[src/design/sle_pkg.sv]
// Package for the sorted list engine: widths, operation and status codes,
// cell control struct. No dependencies.
package sle_pkg;

    localparam int VALUE_W        = 32;
    localparam int MODE_W         = 2;
    localparam int STATUS_W       = 3;
    localparam int COUNT_W        = 5;
    localparam int DEFAULT_CAPACITY = 16;

    typedef enum logic [MODE_W-1:0] {
        MODE_INSERT = 2'd0,
        MODE_REMOVE = 2'd1,
        MODE_DUMP   = 2'd2,
        MODE_NOP    = 2'd3
    } mode_t;

    typedef enum logic [STATUS_W-1:0] {
        ST_DONE      = 3'd0,
        ST_NOT_FOUND = 3'd1,
        ST_FULL      = 3'd2,
        ST_ENTRY     = 3'd3,
        ST_EMPTY     = 3'd4
    } status_t;

    typedef enum logic [1:0] {
        CELL_HOLD,
        CELL_INSERT,
        CELL_REMOVE,
        CELL_ROTATE
    } cell_op_t;

    typedef enum logic {
        FSM_IDLE,
        FSM_DUMP
    } fsm_state_t;

    typedef struct packed {
        cell_op_t                   op;
        logic signed [VALUE_W-1:0]  key;
    } cell_ctl_t;

endpackage

[src/design/sle_if.sv]
// Valid/ready channel interfaces for the sorted list engine.
// Depends on sle_pkg for field widths.
interface sle_req_if;
    import sle_pkg::*;

    logic                       valid;
    logic                       ready;
    logic [MODE_W-1:0]          mode;
    logic signed [VALUE_W-1:0]  value;

    modport source (output valid, output mode, output value, input ready);
    modport sink   (input valid, input mode, input value, output ready);
endinterface

interface sle_rsp_if;
    import sle_pkg::*;

    logic                       valid;
    logic                       ready;
    logic [STATUS_W-1:0]        status;
    logic signed [VALUE_W-1:0]  entry;
    logic [COUNT_W-1:0]         count;
    logic                       last;

    modport source (output valid, output status, output entry, output count, output last,
                    input ready);
    modport sink   (input valid, input status, input entry, input count, input last,
                    output ready);
endinterface

[src/design/sle_cell.sv]
// One slot of the sorted chain: compares against the key and takes a value
// from itself, the key, a neighbor or the head slot. Depends on sle_pkg.
module sle_cell
(
    input  logic                               clk,
    input  sle_pkg::cell_ctl_t                 ctl,
    input  logic                               occupied,
    input  logic                               tail,
    input  logic                               prev_after,
    input  logic signed [sle_pkg::VALUE_W-1:0] prev_slot,
    input  logic signed [sle_pkg::VALUE_W-1:0] next_slot,
    input  logic signed [sle_pkg::VALUE_W-1:0] head_slot,
    output logic                               after,
    output logic                               hit,
    output logic signed [sle_pkg::VALUE_W-1:0] slot
);
    import sle_pkg::*;

    logic signed [VALUE_W-1:0] slot_reg;
    logic signed [VALUE_W-1:0] slot_next;

    // after: this slot sits at or beyond the first stored value >= key
    assign after = !occupied || (slot_reg >= ctl.key);
    assign hit   = after && !prev_after && occupied && (slot_reg == ctl.key);
    assign slot  = slot_reg;

    always_comb
    begin
        slot_next = slot_reg;
        unique case (ctl.op)
            CELL_INSERT:
            begin
                if (prev_after)
                    slot_next = prev_slot;
                else if (after)
                    slot_next = ctl.key;
            end
            CELL_REMOVE:
            begin
                if (after)
                    slot_next = next_slot;
            end
            CELL_ROTATE:
            begin
                slot_next = tail ? head_slot : next_slot;
            end
            CELL_HOLD:
            begin
                slot_next = slot_reg;
            end
        endcase
    end

    always_ff @(posedge clk)
    begin
        slot_reg <= slot_next;
    end

endmodule

[src/design/sorted_list_engine.sv]
// Top level of the sorted list engine: chain of compare-and-shift cells,
// occupancy counter, dump sequencer, output register. Depends on sle_pkg,
// sle_if and sle_cell.
//
//   channel  modport   fields                        role
//   req      sink      mode, value                   operation in
//   rsp      source    status, entry, count, last    results out
//
// Insert, remove and the unused mode each give one result.
// A dump gives one result per stored value, one per cycle while rsp is not
// stalled, by rotating the chain past cell 0; an empty dump gives one result.
// rst_n clears the count, the sequencer and the output valid; slots are
// written before they are read. A stalled rsp holds the sequencer and the
// chain; req is taken again once the output register has room.
module sorted_list_engine
#(
    parameter int CAPACITY = sle_pkg::DEFAULT_CAPACITY
)
(
    input  logic clk,
    input  logic rst_n,
    sle_req_if.sink   req,
    sle_rsp_if.source rsp
);
    import sle_pkg::*;

    localparam int CW = $clog2(CAPACITY + 1);
    localparam int IW = $clog2(CAPACITY);

    fsm_state_t                state_reg, state_next;
    logic [CW-1:0]             count_reg, count_next;
    logic [IW-1:0]             idx_reg, idx_next;

    logic                      rsp_valid_reg;
    logic [STATUS_W-1:0]       status_reg, status_next;
    logic signed [VALUE_W-1:0] entry_reg, entry_next;
    logic [COUNT_W-1:0]        rcount_reg;
    logic                      last_reg, last_next;
    logic                      load;

    cell_ctl_t                 ctl;
    logic [CAPACITY-1:0]       after_vec;
    logic [CAPACITY-1:0]       hit_vec;
    logic signed [VALUE_W-1:0] slot_vec [CAPACITY];

    logic out_free, accept, full, found, dump_last;

    assign out_free  = !rsp_valid_reg || rsp.ready;
    assign req.ready = (state_reg == FSM_IDLE) && out_free;
    assign accept    = req.valid && req.ready;
    assign full      = (count_reg == CW'(CAPACITY));
    assign found     = |hit_vec;
    assign dump_last = ((CW'(idx_reg) + CW'(1)) == count_reg);

    genvar g;
    generate
        for (g = 0; g < CAPACITY; g++)
        begin : g_cell
            logic                      prev_after;
            logic signed [VALUE_W-1:0] prev_slot;
            logic signed [VALUE_W-1:0] next_slot;

            if (g == 0)
            begin : g_first
                assign prev_after = 1'b0;
                assign prev_slot  = '0;
            end
            else
            begin : g_mid
                assign prev_after = after_vec[g-1];
                assign prev_slot  = slot_vec[g-1];
            end

            if (g == CAPACITY - 1)
            begin : g_end
                assign next_slot = '0;
            end
            else
            begin : g_nxt
                assign next_slot = slot_vec[g+1];
            end

            sle_cell u_cell
            (
                .clk        (clk),
                .ctl        (ctl),
                .occupied   (CW'(g) < count_reg),
                .tail       (CW'(g + 1) == count_reg),
                .prev_after (prev_after),
                .prev_slot  (prev_slot),
                .next_slot  (next_slot),
                .head_slot  (slot_vec[0]),
                .after      (after_vec[g]),
                .hit        (hit_vec[g]),
                .slot       (slot_vec[g])
            );
        end
    endgenerate

    always_comb
    begin
        state_next  = state_reg;
        count_next  = count_reg;
        idx_next    = idx_reg;
        load        = 1'b0;
        status_next = ST_DONE;
        entry_next  = '0;
        last_next   = 1'b1;
        ctl.op      = CELL_HOLD;
        ctl.key     = req.value;

        unique case (state_reg)
            FSM_IDLE:
            begin
                if (accept)
                begin
                    load = 1'b1;
                    unique case (mode_t'(req.mode))
                        MODE_INSERT:
                        begin
                            if (full)
                                status_next = ST_FULL;
                            else
                            begin
                                ctl.op     = CELL_INSERT;
                                count_next = count_reg + CW'(1);
                            end
                        end
                        MODE_REMOVE:
                        begin
                            if (found)
                            begin
                                ctl.op     = CELL_REMOVE;
                                count_next = count_reg - CW'(1);
                            end
                            else
                                status_next = ST_NOT_FOUND;
                        end
                        MODE_DUMP:
                        begin
                            if (count_reg == '0)
                                status_next = ST_EMPTY;
                            else
                            begin
                                load       = 1'b0;
                                idx_next   = '0;
                                state_next = FSM_DUMP;
                            end
                        end
                        MODE_NOP:
                        begin
                            status_next = ST_DONE;
                        end
                    endcase
                end
            end
            FSM_DUMP:
            begin
                if (out_free)
                begin
                    load        = 1'b1;
                    status_next = ST_ENTRY;
                    entry_next  = slot_vec[0];
                    last_next   = dump_last;
                    ctl.op      = CELL_ROTATE;
                    idx_next    = idx_reg + IW'(1);
                    if (dump_last)
                        state_next = FSM_IDLE;
                end
            end
        endcase
    end

    always_ff @(posedge clk or negedge rst_n)
    begin
        if (!rst_n)
        begin
            state_reg     <= FSM_IDLE;
            count_reg     <= '0;
            idx_reg       <= '0;
            rsp_valid_reg <= 1'b0;
        end
        else
        begin
            state_reg <= state_next;
            count_reg <= count_next;
            idx_reg   <= idx_next;
            if (load)
                rsp_valid_reg <= 1'b1;
            else if (rsp.ready)
                rsp_valid_reg <= 1'b0;
        end
    end

    always_ff @(posedge clk)
    begin
        if (load)
        begin
            status_reg <= status_next;
            entry_reg  <= entry_next;
            rcount_reg <= COUNT_W'(count_next);
            last_reg   <= last_next;
        end
    end

    assign rsp.valid  = rsp_valid_reg;
    assign rsp.status = status_reg;
    assign rsp.entry  = entry_reg;
    assign rsp.count  = rcount_reg;
    assign rsp.last   = last_reg;

endmodule

[src/flat_wrapper.sv]
// flat-port wrapper written by rule: the top's interface ports become plain ports
module sorted_list_engine_flat import sle_pkg::*;
#(
    parameter int CAPACITY = sle_pkg::DEFAULT_CAPACITY
)
  (clk, rst_n, req_valid, req_mode, req_value, req_ready, rsp_valid, rsp_status, rsp_entry, rsp_count, rsp_last, rsp_ready);
  sle_req_if req_i ();
  sle_rsp_if rsp_i ();
  input  logic clk;
  input  logic rst_n;
  input wire logic [$bits(req_i.valid)-1:0] req_valid;
  input wire logic [$bits(req_i.mode)-1:0] req_mode;
  input wire logic [$bits(req_i.value)-1:0] req_value;
  output wire logic [$bits(req_i.ready)-1:0] req_ready;
  output wire logic [$bits(rsp_i.valid)-1:0] rsp_valid;
  output wire logic [$bits(rsp_i.status)-1:0] rsp_status;
  output wire logic [$bits(rsp_i.entry)-1:0] rsp_entry;
  output wire logic [$bits(rsp_i.count)-1:0] rsp_count;
  output wire logic [$bits(rsp_i.last)-1:0] rsp_last;
  input wire logic [$bits(rsp_i.ready)-1:0] rsp_ready;
  assign req_i.valid = req_valid;
  assign req_i.mode = req_mode;
  assign req_i.value = req_value;
  assign req_ready = req_i.ready;
  assign rsp_valid = rsp_i.valid;
  assign rsp_status = rsp_i.status;
  assign rsp_entry = rsp_i.entry;
  assign rsp_count = rsp_i.count;
  assign rsp_last = rsp_i.last;
  assign rsp_i.ready = rsp_ready;
  sorted_list_engine #(.CAPACITY(CAPACITY)) u_core (.clk(clk), .rst_n(rst_n), .req(req_i), .rsp(rsp_i));
endmodule
[config.mk]
export PLATFORM = sky130hd
export DESIGN_NAME = sorted_list_engine_flat
export DESIGN_NICKNAME = d
export VERILOG_FILES = /design/src/design/sle_pkg.sv /design/src/design/sle_if.sv /design/src/design/sle_cell.sv /design/src/design/sorted_list_engine.sv /design/src/flat_wrapper.sv
export SDC_FILE = /design/constraint.sdc
export NUM_CORES = 2
export LEC_CHECK = 0
export ABC_CLOCK_PERIOD_IN_PS = 11100
export CAP_MARGIN = 20
export CELL_PAD_IN_SITES_DETAIL_PLACEMENT = 1
export CELL_PAD_IN_SITES_GLOBAL_PLACEMENT = 2
export CORE_MARGIN = 2
export CORE_UTILIZATION = 42
export DETAILED_ROUTE_END_ITERATION = 16
export DONT_BUFFER_PORTS = 1
export GPL_TIMING_DRIVEN = 0
export PLACE_DENSITY = 0.89
export SLEW_MARGIN = 40
export SYNTH_ARGS = -nofsm -noshare
export SYNTH_HDL_FRONTEND = slang
export SYNTH_HIERARCHICAL = 1
export SYNTH_SLANG_ARGS = --single-unit
[constraint.sdc]
create_clock -name clk -period 11.1 [get_ports clk]
set_input_delay 0.555 -clock clk [delete_from_list [all_inputs] [get_ports clk]]
set_output_delay 0.555 -clock clk [all_outputs]
set_load 0.01 [all_outputs]
==> results.yml <==
cts:
  clk_latency_ns: 0.67
  htree_levels: 3
  path_clk_slew_ns: 0.06
  root_buffer: "clkbuf_16"
  cts_sinks: 564
  cts_made_buffers: 72
  cts_tree: "built"
  ctsResizeCount: 0
  clock_tree.buffer_depth: 3
finish:
  syn2layout_area_growth_pct: 12.83
  layout-drive-gt1-share_pct: 6.684
  fin_nets: 5934
  final_core_util_pct: 47.76
  largest_reg_flops: 512
  final_cell_area_mm2: 0.05286
place:
  portBuffers: 0
  place_congestion: 0.9489
  placed_area_mm2: 0.05049
  hpwl_mm: 160.8
critical_path:
  start_kind: "flop"
  required_ns: 11.45
  cp_cell_sequence: "ha_1, nand4_1, nor4_2, a21boi_0, o31a_1, or3_1, nand3_1, clkbuf_1, buf_1, nor3b_1, nor4_2, and4_1, buf_4, o21ai_4, buf_8, buf_16, clkbuf_1, nor2_1, nor3_2, buf_2, buf_4, buf_4"
  r2r-end: "u_core/g_cell[5].u_cell/slot[2]$_DFFE_PP_"
  r2r-start: "u_core/g_cell[13].u_cell/slot[14]$_DFFE_PP_"
  worst_path_most_repeated_cell: "buf_4"
  cpMaxStageDelayCell: "nor3b_1"
  critPathTopFamily: "simple AND/OR/NAND/NOR gates"
  ff2ff_path_depth: 22
  cp.arrival_ns: 7.93
  worstSetupPathType: "flop to flop"
  worstPathMaxFanout: 16
  crit_path_start: "u_core/g_cell[13].u_cell/slot[14]$_DFFE_PP_"
  max_stage_delay_ns: 0.81
  crit_end: "u_core/g_cell[5].u_cell/slot[2]$_DFFE_PP_"
  cp.depth: 22
  cp_num_buf_inv: 9
  reg2reg_slack_ns: 3.51
  cp-end-kind: "flop"
sta:
  maxSlewHeadroom_pct: 40.19
  worst_slew_pin_slew_ns: 0.8889
  fin_crit_sh_pct: 68.37
  rsz0062_at_grt: "false"
  setup_violations: 0
  final_max_slew_viol_count: 0
  finalHoldViolCount: 0
  timing.clock.skew_ns: 0.03814
  fmax_mhz: 131.8
  fin_hold_ws_ns: 0.2235
  tns_ns: 0
  period_needed_ns: 7.589
routing:
  drc: 0
  drtIter0Drc: 3693
  antenna_left: 0
  wl_per_cell_um: 29.77
  routed_via_density: 6.390
  vias: 44240
  dr.pass1.iters: 7
  wirelength_mm: 206.1
pwr:
  combPwrFrac_pct: 51.1
  total_power_mw: 17.02
  pwr-share-clk_pct: 14.1
  p_leak_nw: 24.92
  power_switching_share_pct: 48.98
  vdd_drop_max_mv: 0.1532
  p_seq_share_pct: 34.7
  power_density_mw_per_mm2: 322.1
  p_sw_mw: 8.338
  p_int_mw: 8.685
grt:
  use_met3_pct: 8.089
  met1_usage_pct: 42.10
  grt_pass1_wl_mm: 300.3
  antenna_found_initial: 12
  grt_use_total_pct: 35.61
  overflow: 0
  grt_pass1_vias: 46080
  grt_use_met2_pct: 59.01
  grt.busiest_layer: "met2"
  grt_max_degree: 33
worst_hold_path:
  hold_depth: 2
  hold_path.class: "input pin to flop"
synthesis:
  avgSynthCellArea_um2: 9.198
  synthesis.area_mm2: 0.04685
  synthCells: 5093
  yosysWarnings: 6
floorplanning:
  die_h_um: 338.0
  start_util_pct: 42.33
  die-area_mm2: 0.1142
  core_mm2: 0.1107
  num_rows: 122
  fp.dieW_um: 338.0
  pin_count: 81
outcome:
  status: "completed"
flow_run:
  maxCapViolations: 0
[through the flow]
| stage | setup WS (ns) | instances |
|---|---|---|
| 2_1_floorplan | 2.362 | 5159 |
| 3_3_place_gp | -5.271 | 6647 |
| 3_5_place_dp | 3.466 | 6791 |
| 4_1_cts | 3.532 | 6919 |
| 5_1_grt | 3.170 | 6919 |
| 6_report | 3.511 | 6922 |
[layer usage]
layer | vias to the layer above | share of wire (%)
met5 | - | 0.040
met4 | 12 | 6.8
met3 | 719 | 8.0
met2 | 1874 | 46
met1 | 22030 | 39
li1 | 19600 | -
[worst min path at each step]
stage / from / to
6_report: req_mode[1] / u_core/rsp.status[2]$_SDFFCE_PP0P_
5_1_grt: req_mode[0] / u_core/count_reg[1]$_DFF_PN0_
4_1_cts: req_mode[0] / u_core/count_reg[1]$_DFF_PN0_
3_5_place_dp: rst_n / u_core/rsp.valid$_DFFE_PN0P_
3_3_place_gp: rst_n / u_core/rsp.valid$_DFFE_PN0P_
2_1_floorplan: rst_n / u_core/count_reg[0]$_DFF_PN0_
[cells in the final DEF (no fill, tap or decap), types with 21 or more instances in the layout]
cell type / instances
a211oi_1: 516
a21o_1: 36
a21oi_1: 693
and3_1: 37
and4_1: 31
buf_1: 21
buf_2: 70
buf_4: 47
buf_6: 60
clkbuf_1: 232
clkbuf_16: 73
conb_1: 67
edfxtp_1: 553
ha_1: 518
inv_1: 537
mux2i_1: 513
nand2_1: 132
nand3_1: 112
nand4_1: 98
nor2_1: 546
nor2b_1: 33
nor3_1: 38
nor4_1: 47
o21ai_0: 82
[power by group through the flow]
stage	Sequential [mW]	Clock (mW)	Combinational, mW
2_1_floorplan	5.08	0	5.24
3_3_place_gp	6.62	0	6.80
3_5_place_dp	5.90	0	8.34
4_1_cts	5.88	2.44	8.42
5_1_grt	5.97	2.50	9.43
6_report	5.92	2.41	8.70
[layout make-up]
type | count | area (um^2)
multi-input combinational | 3765 | 27140
tap | 1488 | 1862
clock inverter | 37 | 406.6
sequential | 564 | 16880
buffer | 293 | 1200
clock buffer | 90 | 1921
antenna | 3 | 7.507
fill | 12910 | 57810
timing repair buffer | 145 | 1426
inverter | 537 | 2016
[what timing repair did]
item,CTS,global route
hold buffers,1,0
setup endpoints to repair,0,0
endpoints found under the hold margin,11,0
setup buffers,0,0
(Power assumes the default switching activity.)
